`config.mk`:
```
export PLATFORM = sky130hd
export DESIGN_NAME = dss_queue
export DESIGN_NICKNAME = d
export VERILOG_FILES = /design/src/design/dual_stack_shared_memory_macros.svh /design/src/design/dss_pkg.sv /design/src/design/dss_queue.sv
export SDC_FILE = /design/constraint.sdc
export NUM_CORES = 1
export LEC_CHECK = 0
export BUFFER_PORTS_ARGS = -buffer_cell sky130_fd_sc_hd__buf_2
export CAP_MARGIN = 20
export CORE_MARGIN = 3
export CORE_UTILIZATION = 38
export DETAILED_ROUTE_END_ITERATION = 8
export GPL_ROUTABILITY_DRIVEN = 0
export PLACE_DENSITY_LB_ADDON = 0.08
export REMOVE_ABC_BUFFERS = 1
export SYNTH_ARGS = -nofsm -noshare
export SYNTH_HDL_FRONTEND = slang
export SYNTH_SLANG_ARGS = --single-unit
```
`constraint.sdc`:
```
create_clock -name clk -period 2.9 [get_ports clk]
set_input_delay 0.58 -clock clk [delete_from_list [all_inputs] [get_ports clk]]
set_output_delay 0.58 -clock clk [all_outputs]
set_load 0.02 [all_outputs]
```
`src/design/dual_stack_shared_memory_macros.svh`:
```
// assertion macros shared by the dual stack rtl
// expects signals clk and rst_n in the scope of each use
`ifndef DUAL_STACK_SHARED_MEMORY_MACROS_SVH
`define DUAL_STACK_SHARED_MEMORY_MACROS_SVH

// same-cycle implication, disabled in reset
`define DSS_ASSERT_IMPL(lbl, ante, cons) \
  lbl: assert property (@(posedge clk) disable iff (!rst_n) (ante) |-> (cons)) \
    else $error("dss assertion failed: same-cycle implication");

// next-cycle implication, disabled in reset
`define DSS_ASSERT_NEXT(lbl, ante, cons) \
  lbl: assert property (@(posedge clk) disable iff (!rst_n) (ante) |=> (cons)) \
    else $error("dss assertion failed: next-cycle implication");

`endif

```
`src/design/dss_pkg.sv`:
```
// types and constants for the dual stack shared memory block
// no dependencies
`default_nettype none

package dss_pkg;

  // register file
  localparam int DATA_W      = 32;
  localparam int CAP_W       = 9;
  localparam int DEPTH_DEF   = 256;
  localparam int CAP_RESET   = 256;
  localparam int APB_W       = 32;
  localparam int PADDR_W     = 3;
  localparam int CMD_W       = 2;
  localparam int STATUS_W    = 2;

  // command queue between front and back
  localparam int QDEPTH      = 2;
  localparam int QPTR_W      = 1;
  localparam int QCNT_W      = 2;

  typedef enum logic [CMD_W-1:0] {
    CMD_PUSH1 = 2'd0,
    CMD_PUSH2 = 2'd1,
    CMD_POP1  = 2'd2,
    CMD_POP2  = 2'd3
  } cmd_t;

  typedef enum logic [STATUS_W-1:0] {
    ST_OK        = 2'd0,
    ST_OVERFLOW  = 2'd1,
    ST_UNDERFLOW = 2'd2
  } status_t;

  // register index of the capacity register
  localparam logic REG_CAPACITY = 1'b0;

  // what the back end has to do for one command
  typedef struct packed {
    logic    wr;
    logic    rd;
    status_t status;
  } q_ctl_t;

endpackage

`default_nettype wire

```
`src/design/dss_queue.sv`:
```
// two-entry command queue between the front and back ends
// depends on dss_pkg
`default_nettype none

module dss_queue #(
  parameter int DEPTH = dss_pkg::DEPTH_DEF
) (
  input  wire logic                        clk,
  input  wire logic                        rst_n,
  input  wire logic                        push,
  output      logic                        full,
  input  wire dss_pkg::q_ctl_t             wr_ctl,
  input  wire logic [$clog2(DEPTH)-1:0]    wr_addr,
  input  wire logic [dss_pkg::DATA_W-1:0]  wr_data,
  input  wire logic                        pop,
  output      logic                        valid,
  output      dss_pkg::q_ctl_t             rd_ctl,
  output      logic [$clog2(DEPTH)-1:0]    rd_addr,
  output      logic [dss_pkg::DATA_W-1:0]  rd_data
);
  import dss_pkg::*;

  localparam int AW = $clog2(DEPTH);

  q_ctl_t             ctl_r  [QDEPTH];
  logic [AW-1:0]      addr_r [QDEPTH];
  logic [DATA_W-1:0]  data_r [QDEPTH];
  logic [QPTR_W-1:0]  wptr_r, wptr_nxt;
  logic [QPTR_W-1:0]  rptr_r, rptr_nxt;
  logic [QCNT_W-1:0]  cnt_r, cnt_nxt;
  logic               do_push;
  logic               do_pop;

  assign full    = cnt_r == QCNT_W'(QDEPTH);
  assign valid   = cnt_r != '0;
  assign do_push = push && !full;
  assign do_pop  = pop && valid;

  assign rd_ctl  = ctl_r[rptr_r];
  assign rd_addr = addr_r[rptr_r];
  assign rd_data = data_r[rptr_r];

  // pointer and fill update
  always_comb begin
    wptr_nxt = do_push ? wptr_r + 1'b1 : wptr_r;
    rptr_nxt = do_pop ? rptr_r + 1'b1 : rptr_r;
    cnt_nxt  = cnt_r;
    case ({do_push, do_pop})
      2'b10:   cnt_nxt = cnt_r + 1'b1;
      2'b01:   cnt_nxt = cnt_r - 1'b1;
      default: cnt_nxt = cnt_r;
    endcase
  end

  always_ff @(posedge clk) begin
    if (!rst_n) begin
      wptr_r <= '0;
      rptr_r <= '0;
      cnt_r  <= '0;
    end else begin
      wptr_r <= wptr_nxt;
      rptr_r <= rptr_nxt;
      cnt_r  <= cnt_nxt;
    end
  end

  // entry storage
  always_ff @(posedge clk) begin
    if (do_push) begin
      ctl_r[wptr_r]  <= wr_ctl;
      addr_r[wptr_r] <= wr_addr;
      data_r[wptr_r] <= wr_data;
    end
  end

endmodule

`default_nettype wire

```
==> summary.md <==
| Metric | Value |
|---|---|
| Sum of negative setup slack | `0 ns` |
| Worst Path Required | `~2.3 ns` |
| Max-slew headroom | `between 70% and 80%` |
| Power Density | `slightly below 900 nW/um^2` |
| Io pins | `94` |
| Status | `completed` |
| Synth Cell Area | `3402 sq um` |
| Routed len/inst | `roughly 15 um` |
| # fillers | `between 700 and 800` |
| Hold_buf cts | `0` |
| Fin crit share | `71.77%` |
| Yosys Warn Count | `0` |
| Number of routed nets with antenna violations | `0` |
| Seq/Total Area, Yosys | `80.62%` |
| DR iter-0 viols | `57` |
| TritonRoute pass-1 iters | `4` |
| Share of post-route cells with drive strength above 1 | `around three fifths` |
| Psw | `1.183 mW` |
| Combinational family with the most area after synthesis | `multiplexers` |
| CTS clk-pin slew, worst paths | `roughly 0.090 ns` |
| Synthesized flop and latch total | `93` |
| Clock power share | `about a fifth` |
| Multi-input logic area | `around 620 sq um` |
| Type of the tightest min-delay check | `input port to register` |
| Mean Syn Cell Area | `approximately 21 sq um` |
| CTS sink cnt | `93` |
| Worst skew pair latency | `between 0.3 and 0.4 ns` |
| ANT cells | `0` |
| Mux cell area share after synthesis | `14.56%` |
| Drt drc | `0` |
| RSZ-0062 raised after global routing | `false` |
| Synth Area in Compound Gates | `less than 1%` |
| Clk_skew | `approximately 0.0079 ns` |
| Final setup fails | `0` |
| Max cap viols | `0` |
| Minimum clock period after layout | `roughly 2.1 ns` |
| CTS root buf | `clkbuf_8` |
| Sw frac | `32.03%` |
| Post-CTS Setup Inserts | `0` |
| First-pass GRT wire length | `~9 mm` |
| DP Worst Slack | `~0.88 ns` |
| Setup CP Type | `register to primary output` |
| Sequential standard cell area | `between 2000 and 3000 sq um` |
| Internal | `roughly 2.5 mW` |
| Clock buffer depth | `2` |
| Total grt overflow | `0` |
| Area share of xor/xnor cells in the synthesized design | `0.7723%` |
| Power share of the combinational group | `roughly a third` |
| Crit-path cells | `buf_12 -> mux2_2 -> buf_2` |
| Row cnt | `33` |
| Core area | `8464 sq um` |
| CTS Buf Count | `9` |
| Flop pwr share | `roughly 47%` |
| Die area | `between 10000 and 15000 sq um` |
| Count of final hold-check violations | `0` |
| Max Clk Rate | `roughly 0.48 GHz` |
| Effective utilization at floorplan | `40.19%` |
| Post-layout nets | `around 310` |
| Leakage power | `1.578 nW` |
| Critical Path AT | `around 1.5 ns` |
| Slew Viols, Final | `0` |
| Post-synthesis simple-gate area fraction | `approximately 1.7%` |
| Crit end category | `primary output` |
| Most frequent cells in the layout | `buf_2 (93), edfxtp_1 (88), mux2_2 (44)` |
| HPWL Detailed | `around 3.7 mm` |
| Maximum vdd drop | `0.0003629 V` |
| Post-Synthesis Cells | `~160` |
| Post_cts resized | `0` |
| DR vias/cell | `about 4.7` |
| Initial antenna violation count | `0` |
| Vias | `1744` |
| Startpoint Class | `register` |
| Area grow syn2layout | `23.76%` |
| Die Y | `100.6 um` |
| Die X | `between 100 and 150 um` |
| Total GRT Usage | `around an eighth` |
| Slowest-stage cell, CP | `mux2_2` |
| Largest net degree at the start of global routing | `45` |
| CP max stage delay | `approximately 0.39 ns` |
| Slew @ Worst Pin | `roughly 0.39 ns` |
| Final WS setup | `between 0.8 and 0.9 ns` |
| TritonCTS clock tree | `yes` |
| IO Port Bufs | `93` |
| Post-synth cell types | `18` |
| Commonest non-fill, non-tap cell in the layout | `buf_2` |
| Synth Area in Adders | `less than 1%` |
| CTS H-tree depth | `3` |
| Total Wirelength | `5.811 mm` |
| Crit Path Max Fanout | `44` |
| Vias in the first global route | `about 1800` |
final cells by class:
class                   instances  area share, %
flip-flops and latches         93          65.17
multi-input cells              62          14.83
repair buffers                 96          12.48
well taps                     105          3.120
clock buffers                   9          2.942
clock inverters                 7          1.189
inverters                       3         0.2675
final timing paths:
check                                            from                      end  slack (ns)  depth (start not counted)
worst min register to register    wptr_r$_SDFFE_PN0N_      wptr_r$_SDFFE_PN0N_        0.49                          2
worst min-delay path                      wr_data[14]  data_r[1][14]$_DFFE_PP_        0.42                          1
worst max register to register  cnt_r[0]$_SDFFE_PN0P_   data_r[0][1]$_DFFE_PP_        1.05                          5
worst max-delay path                         register              rd_data[13]        0.82                          3
metal layers:
layer	track usage, %	part of all wire, %
met5	0	0
met3	3.668	6.8
met4	5.907	1.5
met1	14.67	42
met2	19.39	50
kinds of logic (layout without fill, tap and decap cells):
logic type / Yosys count / in the layout
xor+xnor: 3 / 3
flops: 93 / 93
simple gates: 9 / 9
compound gates: 5 / 5
buf+inv: 8 / 115
mux: 44 / 44
fa+ha+maj: 1 / 1
worst max-delay path, delay by kind of cell (launching register included):
kind | cells | cell delay, ns
mux | 1 | 0.39
flops | 1 | 0.35
buf+inv | 2 | 0.41
synthesized netlist by cell type:
| cell | instances | area [sq um] |
|---|---|---|
| edfxtp_1 | 88 | 2643 |
| o21a_1 | 1 | 7.510 |
| mux2_2 | 44 | 495.5 |
| buf_2 | 5 | 25.02 |
| nor2b_1 | 2 | 12.51 |
| nand2_1 | 1 | 3.750 |
| ha_1 | 1 | 12.51 |
| o21ai_0 | 2 | 10.01 |
| dfxtp_1 | 5 | 100.1 |
| and3_1 | 1 | 6.260 |
| inv_1 | 2 | 7.510 |
| or2_2 | 1 | 6.260 |
| or3_1 | 2 | 12.51 |
| nand2b_2 | 1 | 8.760 |
| and2_1 | 1 | 6.260 |
| xnor2_1 | 3 | 26.28 |
| a21boi_1 | 2 | 15.01 |
| inv_2 | 1 | 3.750 |
state kept, by name (all words and copies together), names as in the netlist, named ones only:
register / flops
wptr_r: 1
cnt_r: 2
ctl_r: 8
rptr_r: 1
data_r: 64
addr_r: 16
power groups by stage:
stage,clock network (mW),logic [mW],registers (mW)
global placement,0,1.22,1.78
floorplan,0,0.748,1.83
finish,0.760,1.18,1.75
CTS,0.791,1.22,1.75
global route,0.862,1.28,1.77
detailed placement,0,1.21,1.78
stage by stage:
step | hold slack, ns | total power [mW] | instances | cell area, sq um | utilization, %
global placement | 0.4742 | 2.992 | 359 | 4036 | 47.69
CTS | 0.3967 | 3.758 | 375 | 4210 | 49.74
global route | 0.3861 | 3.905 | 375 | 4210 | 49.74
floorplan | 0.4570 | 2.579 | 158 | 3377 | -
finish | 0.4159 | 3.692 | 375 | 4210 | 49.74
detailed placement | 0.4832 | 2.992 | 359 | 4036 | 47.69
(Power assumes the default switching activity.)
