==> config.mk <==
export PLATFORM = sky130hd
export DESIGN_NAME = dss_front
export DESIGN_NICKNAME = d
export VERILOG_FILES = /design/src/design/dss_pkg.sv /design/src/design/dss_front.sv
export VERILOG_INCLUDE_DIRS = /design/src /design/src/design
export SDC_FILE = /design/constraint.sdc
export NUM_CORES = 1
export LEC_CHECK = 0
export BUFFER_PORTS_ARGS = -buffer_cell sky130_fd_sc_hd__buf_2
export CAP_MARGIN = 20
export CORE_ASPECT_RATIO = 0.6
export CORE_MARGIN = 2
export CORE_UTILIZATION = 35
export CTS_CLUSTER_SIZE = 14
export DETAILED_ROUTE_END_ITERATION = 6
export HOLD_SLACK_MARGIN = 0.1
export REMOVE_ABC_BUFFERS = 1
export SYNTH_ARGS = -nofsm -noshare
export SYNTH_HDL_FRONTEND = slang
export SYNTH_SLANG_ARGS = --single-unit
==> constraint.sdc <==
create_clock -name clk -period 7.2 [get_ports clk]
set_input_delay 1.44 -clock clk [delete_from_list [all_inputs] [get_ports clk]]
set_output_delay 1.44 -clock clk [all_outputs]
set_load 0.01 [all_outputs]
==> src/design/dual_stack_shared_memory_macros.svh <==
// assertion macros shared by the dual stack rtl
// expects signals clk and rst_n in the scope of each use
`ifndef DUAL_STACK_SHARED_MEMORY_MACROS_SVH
`define DUAL_STACK_SHARED_MEMORY_MACROS_SVH

// same-cycle implication, disabled in reset
`define DSS_ASSERT_IMPL(lbl, ante, cons) \
  lbl: assert property (@(posedge clk) disable iff (!rst_n) (ante) |-> (cons)) \
    else $error("dss assertion failed: same-cycle implication");

// next-cycle implication, disabled in reset
`define DSS_ASSERT_NEXT(lbl, ante, cons) \
  lbl: assert property (@(posedge clk) disable iff (!rst_n) (ante) |=> (cons)) \
    else $error("dss assertion failed: next-cycle implication");

`endif

==> src/design/dss_pkg.sv <==
// types and constants for the dual stack shared memory block
// no dependencies
`default_nettype none

package dss_pkg;

  // register file
  localparam int DATA_W      = 32;
  localparam int CAP_W       = 9;
  localparam int DEPTH_DEF   = 256;
  localparam int CAP_RESET   = 256;
  localparam int APB_W       = 32;
  localparam int PADDR_W     = 3;
  localparam int CMD_W       = 2;
  localparam int STATUS_W    = 2;

  // command queue between front and back
  localparam int QDEPTH      = 2;
  localparam int QPTR_W      = 1;
  localparam int QCNT_W      = 2;

  typedef enum logic [CMD_W-1:0] {
    CMD_PUSH1 = 2'd0,
    CMD_PUSH2 = 2'd1,
    CMD_POP1  = 2'd2,
    CMD_POP2  = 2'd3
  } cmd_t;

  typedef enum logic [STATUS_W-1:0] {
    ST_OK        = 2'd0,
    ST_OVERFLOW  = 2'd1,
    ST_UNDERFLOW = 2'd2
  } status_t;

  // register index of the capacity register
  localparam logic REG_CAPACITY = 1'b0;

  // what the back end has to do for one command
  typedef struct packed {
    logic    wr;
    logic    rd;
    status_t status;
  } q_ctl_t;

endpackage

`default_nettype wire

==> src/design/dss_front.sv <==
// front end: accepts commands, checks the fill counts, works out addresses
// depends on dss_pkg and dual_stack_shared_memory_macros.svh
`default_nettype none

module dss_front #(
  parameter int DEPTH = dss_pkg::DEPTH_DEF
) (
  input  wire logic                        clk,
  input  wire logic                        rst_n,
  // command beats
  input  wire logic                        in_valid,
  output      logic                        in_ready,
  input  wire logic [dss_pkg::CMD_W-1:0]   in_cmd,
  input  wire logic [dss_pkg::DATA_W-1:0]  in_value,
  // capacity register
  input  wire logic                        cap_we,
  input  wire logic [dss_pkg::CAP_W-1:0]   cap_wdata,
  output      logic [dss_pkg::CAP_W-1:0]   cap_rdata,
  // to the queue
  output      logic                        q_push,
  input  wire logic                        q_full,
  output      dss_pkg::q_ctl_t             q_ctl,
  output      logic [$clog2(DEPTH)-1:0]    q_addr,
  output      logic [dss_pkg::DATA_W-1:0]  q_data
);
  import dss_pkg::*;
  `include "dual_stack_shared_memory_macros.svh"

  localparam int CNT_W = $clog2(DEPTH + 1);
  localparam int AW    = $clog2(DEPTH);
  localparam int CMP_W = (CNT_W > CAP_W) ? CNT_W : CAP_W;

  logic [CAP_W-1:0] capacity_r, capacity_nxt;
  logic [CNT_W-1:0] count_low_r, count_low_nxt;
  logic [CNT_W-1:0] count_high_r, count_high_nxt;

  logic [CMP_W-1:0] cap_ext;
  logic [CMP_W-1:0] depth_ext;
  logic [CNT_W-1:0] cap_eff;
  logic [CNT_W:0]   fill_sum;
  logic             no_room;
  logic [CNT_W-1:0] pos;
  logic             accept;
  cmd_t             cmd;

  assign cmd      = cmd_t'(in_cmd);
  assign in_ready = !q_full;
  assign accept   = in_valid && in_ready;
  assign q_push   = accept;
  assign q_data   = in_value;
  assign cap_rdata = capacity_r;

  // capacity saturates at the memory depth
  assign cap_ext   = CMP_W'(capacity_r);
  assign depth_ext = CMP_W'(DEPTH);
  assign cap_eff   = CNT_W'((cap_ext > depth_ext) ? depth_ext : cap_ext);

  assign fill_sum = {1'b0, count_low_r} + {1'b0, count_high_r};
  assign no_room  = fill_sum >= {1'b0, cap_eff};

  // classify the command
  always_comb begin
    q_ctl          = '{wr: 1'b0, rd: 1'b0, status: ST_OK};
    pos            = '0;
    count_low_nxt  = count_low_r;
    count_high_nxt = count_high_r;
    unique case (cmd)
      CMD_PUSH1: begin
        pos = count_low_r;
        if (no_room) begin
          q_ctl.status = ST_OVERFLOW;
        end else begin
          q_ctl.wr = 1'b1;
          if (accept) count_low_nxt = count_low_r + 1'b1;
        end
      end
      CMD_PUSH2: begin
        pos = cap_eff - 1'b1 - count_high_r;
        if (no_room) begin
          q_ctl.status = ST_OVERFLOW;
        end else begin
          q_ctl.wr = 1'b1;
          if (accept) count_high_nxt = count_high_r + 1'b1;
        end
      end
      CMD_POP1: begin
        pos = count_low_r - 1'b1;
        if (count_low_r == '0) begin
          q_ctl.status = ST_UNDERFLOW;
        end else begin
          q_ctl.rd = 1'b1;
          if (accept) count_low_nxt = count_low_r - 1'b1;
        end
      end
      CMD_POP2: begin
        pos = cap_eff - count_high_r;
        if (count_high_r == '0) begin
          q_ctl.status = ST_UNDERFLOW;
        end else begin
          q_ctl.rd = 1'b1;
          if (accept) count_high_nxt = count_high_r - 1'b1;
        end
      end
      default: begin
        q_ctl.status = ST_UNDERFLOW;
      end
    endcase
  end

  assign q_addr = pos[AW-1:0];

  // capacity only changes while both stacks are empty
  always_comb begin
    capacity_nxt = capacity_r;
    if (cap_we && count_low_r == '0 && count_high_r == '0) begin
      capacity_nxt = cap_wdata;
    end
  end

  always_ff @(posedge clk) begin
    if (!rst_n) begin
      capacity_r   <= CAP_W'(CAP_RESET);
      count_low_r  <= '0;
      count_high_r <= '0;
    end else begin
      capacity_r   <= capacity_nxt;
      count_low_r  <= count_low_nxt;
      count_high_r <= count_high_nxt;
    end
  end

  `DSS_ASSERT_IMPL(a_fill_bound, 1'b1, fill_sum <= (CNT_W+1)'(DEPTH))
  `DSS_ASSERT_NEXT(a_refused_holds, accept && q_ctl.status != ST_OK,
                   $stable(count_low_r) && $stable(count_high_r))
  `DSS_ASSERT_IMPL(a_one_access, accept, !(q_ctl.wr && q_ctl.rd))

endmodule

`default_nettype wire

==> results of run 1 <==
-- power breakdown --
part / switching (mW) / leakage (nW) / internal (mW)
registers: 0.00998 / 0.219 / 0.158
logic: 0.0978 / 1.25 / 0.0725
clock network: 0.0589 / 0.0382 / 0.0762
total: 0.167 / 1.51 / 0.306
-- per-stage QoR --
stage	cells	util	setup slack [ns]	hold slack, ns	power (mW)
after floorplan	344	-	2.82	0.475	0.285
after global placement	495	0.365	2.56	0.490	0.338
after detailed placement	495	0.365	2.52	0.506	0.340
after CTS	499	0.374	2.19	0.526	0.475
after global routing	499	0.374	1.85	0.541	0.504
final	499	0.374	2.16	0.520	0.473
-- logic make-up after synthesis --
logic type,Yosys count
and+or+nand+nor,119
AOI/OAI and AO/OA,83
muxes,18
buffers and inverters,73
xor gates and xnor gates,29
DFF,27
adders and majority gates,40
-- worst min-delay path, delay by kind of cell, from the launching register on --
family / cells / cell delay (ns)
multiplexers: 1 / 0.08
flip-flops: 1 / 0.36
AND/OR/NAND/NOR: 1 / 0.06
-- cell type report --
class                           instances  area [um^2]
Clock buffer                            4         78.8
Fill cell                             909         5330
Tap cell                              112          140
Timing Repair Buffer                   39          198
Inverter                               28          105
Multi-Input combinational cell        289         2130
Sequential cell                        27          541
-- state kept, by name, indices dropped and copies added (netlist names) --
| signal | flops |
|---|---|
| count_high_r | 9 |
| count_low_r | 9 |
| cap_rdata | 9 |
-- metal layers --
metal / vias up / wire length, um / global-route usage
met1: 1225 / 4830 / 0.298
met2: 142 / 2940 / 0.218
met4: 0 / 52 / 0.0289
li1: 1340 / - / -
met3: 5 / 1090 / 0.0921
met5: - / 0 / 0.0535
-- path summary, 6_finish.rpt --
check | startpoint | endpoint | slack, ns | cells after the start
worst min register to register | cap_rdata[8] | cap_rdata[8] | 0.52 | 2
worst max-delay path | count_low_r[0] | q_ctl[3] | 2.16 | 16
worst max register to register | count_low_r[0] | count_low_r[3] | 3.12 | 16
worst min-delay path | cap_rdata[8] | cap_rdata[8] | 0.52 | 2
-- cell usage after synthesis (3+ instances only) --
| library cell | number | area [um^2] |
|---|---|---|
| a211oi_1 | 5 | 37.5 |
| a21o_1 | 6 | 45.0 |
| a21oi_1 | 27 | 135 |
| a31oi_1 | 9 | 56.3 |
| buf_4 | 32 | 240 |
| clkbuf_1 | 7 | 26.3 |
| dfxtp_1 | 27 | 541 |
| fa_1 | 4 | 80.1 |
| ha_1 | 36 | 450 |
| inv_1 | 26 | 97.6 |
| mux2i_1 | 18 | 180 |
| nand2_1 | 21 | 78.8 |
| nand2b_1 | 6 | 37.5 |
| nand3_1 | 7 | 35.0 |
| nor2_1 | 37 | 139 |
| nor2b_1 | 5 | 31.3 |
| nor3_1 | 13 | 65.1 |
| nor4_1 | 4 | 25.0 |
| o21a_1 | 3 | 22.5 |
| o21ai_0 | 11 | 55.1 |
| o31ai_1 | 7 | 52.6 |
| or4_1 | 7 | 52.6 |
| xnor2_1 | 21 | 184 |
| xor2_1 | 8 | 70.1 |
==> flow_summary.json, run 1 <==
{
  "outcome": "completed",
  "antenna_found_initial": 0,
  "numCtsBuffers": 3,
  "core_region_area_mm2": 0.00852,
  "yosysWarningCount": 0,
  "p_per_area_mw_per_mm2": 148,
  "grtUsageTotal": 0.189,
  "fmax_mhz": 199,
  "required_ns": 5.76,
  "place_congestion": 0.850,
  "grt_pass1_vias": 2550,
  "hold_path_class": "flop to flop",
  "crit_path_max_fanout": 7,
  "dr_total_vias": 2712,
  "synth_top_family_by_area": "simple AND/OR/NAND/NOR gates",
  "initial_core_util": 0.361,
  "worstPathCellList": "ha_1 -> fa_1 -> a21o_1 -> a21oi_1 -> nor2b_1 -> o21a_1 -> nor4_1 -> nor3_1 -> xor2_1 -> ha_1 -> inv_1 -> o22ai_1 -> nor3_2 -> nand3_1 -> nor2_1 -> buf_2",
  "cts_buffer_depth": 2,
  "finalMaxSlewViolations": 0,
  "drtIter0Drc": 201,
  "cts.reportedPaths.clkPinSlew_ns": 0.07,
  "synth-adder-area-share": 0.172,
  "grt_max_degree": 27,
  "synth_edf_count": 0,
  "gr-total-overflow": 0,
  "critPathLaunchType": "flop",
  "synth_xor_area_frac": 0.0825,
  "die_area_mm2": 0.00959,
  "synth-simple-area-share": 0.203,
  "routed_wl_mm": 8.92,
  "avgSynthCellArea_um2": 7.92,
  "cts_setup_buffers": 0,
  "nNetsFinal": 476,
  "synth_flop_cell": "dfxtp_1",
  "max_cap_viol_count": 0,
  "dp_hpwl_mm": 7.02,
  "slew_headroom": 0.430,
  "grt_pass1_wl_mm": 14.2,
  "finalSetupTns_ns": 0,
  "h-tree-depth": 1,
  "die_w_um": 125,
  "p_leak_nw": 1.51,
  "syn_inst": 389,
  "ys_seq_elements": 27,
  "end_kind": "primary output",
  "synth_compound_area_frac": 0.175,
  "postPlaceCellArea_mm2": 0.00311,
  "area_growth_pct": 3.57,
  "viasPerCell": 5.43,
  "timing.final.crit_period_ns": 5.04,
  "ant_nets": 0,
  "crit_arrival_ns": 3.60,
  "hold_viol_final": 0,
  "die_h_um": 76.7,
  "cpPeakStageDelay_ns": 0.42,
  "yosysSeqAreaShare": 0.175,
  "cts_root_buffer": "clkbuf_16",
  "timing.final.crit_share": 0.699,
  "async_flop_share": 0,
  "muxShareOfSynthArea": 0.0585,
  "clock-sinks": 27,
  "ys_types": 51,
  "worst-path-buf-inv": 2,
  "worstSetupPathType": "flop to primary output",
  "layout_common_cells": "buf_2, nor2_1, ha_1, a21oi_1, dfxtp_1",
  "final_cell_area_mm2": 0.00319,
  "cts_resized": 0,
  "drt_pre_antenna_iters": 5,
  "final-setup-viol-count": 0,
  "route.detailed.drc": 0,
  "ioPinCount": 103,
  "antenna_cells": 0,
  "critPathTopFamily": "adder cells",
  "tightestPinTransition_ns": 0.850,
  "rsz0062_at_grt": "false",
  "cpMaxStageDelayCell": "fa_1",
  "skew_ns": 0.00766,
  "hold_buffers": 0,
  "clock_latency_ns": 0.27,
  "avgRoutedWirePerCell_um": 17.9,
  "final_common_cell": "buf_2",
  "crit_top_cell": "ha_1",
  "syn_area_mm2": 0.00308,
  "ir_drop_uv": 73.8,
  "rows": 26,
  "cts_tree": "built",
  "io_buffers": 38,
  "drive_gt1_frac": 0.129
}
No activity file was read; power rests on OpenSTA's default activity.
==> inputs of run 2 (changes only) <==
--- a/config.mk
+++ b/config.mk
@@ -6,6 +6,7 @@
 export SDC_FILE = /design/constraint.sdc
 export NUM_CORES = 1
 export LEC_CHECK = 0
+export ABC_AREA = 1
 export BUFFER_PORTS_ARGS = -buffer_cell sky130_fd_sc_hd__buf_2
 export CAP_MARGIN = 20
 export CORE_ASPECT_RATIO = 0.6
==> constraint.sdc (replaced) <==
create_clock -name clk -period 4.45 [get_ports clk]
set_input_delay 0.89 -clock clk [delete_from_list [all_inputs] [get_ports clk]]
set_output_delay 0.89 -clock clk [all_outputs]
set_load 0.01 [all_outputs]
==> run 2 against run 1 <==
Compared with the run above:
- via count grew 25%
- die area increased by 11%
- sequential power increased by 90%
- sequential cell count did not move
- hold slack got worse by 0.023 ns
- design area is 11% higher
- register-to-register slack got worse by 2.0 ns
- final cell count up 31%
- utilization is 0.70 points higher
- global-route usage increased by 2.4 points
- clock skew hardly changed
- power rose to 3.0 times the previous value
==> flow_summary.json, run 2 <==
{
  "die_area_mm2": 0.0106,
  "outcome": "completed",
  "numCtsBuffers": 3,
  "clock_latency_ns": 0.28,
  "cpMaxStageDelayCell": "fa_1",
  "synth_area_leaders": "dfxtp_1, ha_1, nand2_1",
  "place_congestion": 0.939,
  "grt_pass1_wl_mm": 17.4,
  "nNetsFinal": 612,
  "initial_core_util": 0.367,
  "worstPathCellList": "inv_1 -> nand4_1 -> o21ai_0 -> inv_1 -> nor2_1 -> ha_1 -> inv_1 -> fa_1 -> inv_1 -> nand2_1 -> nand3_1 -> xnor2_1 -> o2111ai_1 -> buf_2",
  "crit_path_max_fanout": 7,
  "ant_nets": 0,
  "hold_viol_final": 0,
  "ys_types": 40,
  "finalMaxSlewViolations": 0,
  "required_ns": 3.56,
  "antenna_found_initial": 0,
  "worst-path-buf-inv": 5,
  "critPathTopFamily": "adder cells",
  "yosysWarningCount": 0,
  "die_w_um": 132,
  "hold_buffers": 0,
  "yosysSeqAreaShare": 0.158,
  "synth_most_common_cell": "nand2_1",
  "die_h_um": 80.6,
  "slew_headroom": 0.675,
  "drive_gt1_frac": 0.136,
  "cpPeakStageDelay_ns": 0.42,
  "final_common_cell": "nand2_1",
  "p_leak_nw": 1.83,
  "hold_path_class": "flop to flop",
  "p_per_area_mw_per_mm2": 397,
  "viasPerCell": 5.21,
  "ys_seq_elements": 27,
  "ir_drop_uv": 160,
  "worstSetupPathType": "flop to primary output",
  "dp_hpwl_mm": 8.88,
  "cts_tree": "built",
  "grtUsageTotal": 0.213,
  "timing.final.crit_period_ns": 4.14,
  "antenna_cells": 0,
  "cts_buffer_depth": 2,
  "tightestPinTransition_ns": 0.486,
  "drtIter0Drc": 270,
  "final_util": 0.381,
  "routed_wl_mm": 11.0,
  "avgSynthCellArea_um2": 6.56,
  "async_flop_share": 0,
  "cts.reportedPaths.clkPinSlew_ns": 0.07,
  "gr-total-overflow": 0,
  "layout_common_cells": "nand2_1, inv_1, nor2_1, a21oi_1, buf_2",
  "fmax_mhz": 241,
  "crit_arrival_ns": 3.25,
  "syn_inst": 522,
  "end_kind": "primary output",
  "synth_top_cell_area_share": 0.158,
  "timing.final.crit_share": 0.931,
  "cts_resized": 0,
  "clock-sinks": 27,
  "core_region_area_mm2": 0.00932,
  "max_cap_viol_count": 0,
  "crit_top_cell": "inv_1",
  "cts_root_buffer": "clkbuf_16",
  "h-tree-depth": 1,
  "grt_pass1_vias": 3106,
  "synth_edf_count": 0,
  "finalSetupTns_ns": 0,
  "skew_ns": 0.00721,
  "area_growth_pct": 3.84,
  "dr_total_vias": 3400,
  "rsz0062_at_grt": "false",
  "drt_pre_antenna_iters": 5,
  "syn_area_mm2": 0.00342,
  "avgRoutedWirePerCell_um": 16.8,
  "cts_setup_buffers": 0,
  "grt_max_degree": 22,
  "rows": 27,
  "ioPinCount": 103,
  "critPathLaunchType": "flop",
  "final-setup-viol-count": 0,
  "power.total_mw": 1.41,
  "route.detailed.drc": 0,
  "io_buffers": 38,
  "synth_flop_cell": "dfxtp_1",
  "synth_largest_area_cell": "dfxtp_1",
  "synth_common_cells": "nand2_1, inv_1, nor2_1"
}
==> run 2: cell count changes after synthesis, sizes merged, moves of 9 or more <==
| cell | previous run | this run |
|---|---|---|
| inv | 26 | 82 |
| nor2 | 38 | 51 |
| nand2 | 21 | 103 |
| xnor2 | 21 | 7 |
| xor2 | 8 | 17 |
| nor3 | 14 | 4 |
| o21ai | 13 | 43 |
| a21oi | 27 | 46 |
| nand3 | 7 | 30 |
| mux2i | 18 | 0 |
==> run 2: cells by family (layout without fill, tap and decap cells) <==
kind of cell / after synthesis / after routing / share of synthesized area
xor+xnor: 24 / 24 / 0.0614
compound gates: 105 / 105 / 0.171
simple gates: 202 / 202 / 0.273
fa+ha+maj: 40 / 40 / 0.155
flops: 27 / 27 / 0.158
buf+inv: 124 / 125 / 0.182
==> run 2: worst reg2reg max path: cells and delay by family, from the launching register on <==
kind | cells | cell delay (ns)
simple gates | 13 | 1.40
buf+inv | 4 | 0.62
compound gates | 2 | 0.51
flops | 1 | 0.36
fa+ha+maj | 1 | 0.33
==> run 2: final cells by class <==
class | count | area (um^2)
clock buffers | 3 | 75.1
clock inverters | 1 | 5.00
fillers | 1029 | 5770
inverters | 82 | 313
multi-input cells | 371 | 2260
flip-flops and latches | 27 | 541
well taps | 130 | 163
repair buffers | 39 | 198
==> run 2: worst paths after layout <==
| check | from | endpoint | slack [ns] | cells after the start |
|---|---|---|---|---|
| min | cap_rdata[6] | cap_rdata[6] | 0.50 | 2 |
| max reg2reg | cap_rdata[7] | count_low_r[1] | 1.17 | 20 |
| min reg2reg | cap_rdata[6] | cap_rdata[6] | 0.50 | 2 |
| max | cap_rdata[7] | q_addr[6] | 0.31 | 14 |
==> run 2: stage by stage <==
step	cell area [um^2]	setup slack, ns	instances	hold slack [ns]
2_1_floorplan	3120	1.11	480	0.458
3_3_place_gp	3480	0.733	649	0.480
3_5_place_dp	3480	0.686	649	0.487
4_1_cts	3560	0.372	653	0.498
5_1_grt	3560	0.117	653	0.539
6_report	3560	0.309	653	0.497
==> run 2: power by group <==
group | internal, mW | total [mW] | switching [mW]
logic | 0.320 | 0.866 | 0.546
registers | 0.275 | 0.319 | 0.0442
clock network | 0.122 | 0.225 | 0.103
total | 0.717 | 1.41 | 0.693
==> run 2: routing by layer <==
metal	part of all wire	track usage
met5	0.0025	0.0556
met4	0.0024	0.0174
met2	0.36	0.271
met3	0.12	0.0840
met1	0.52	0.328
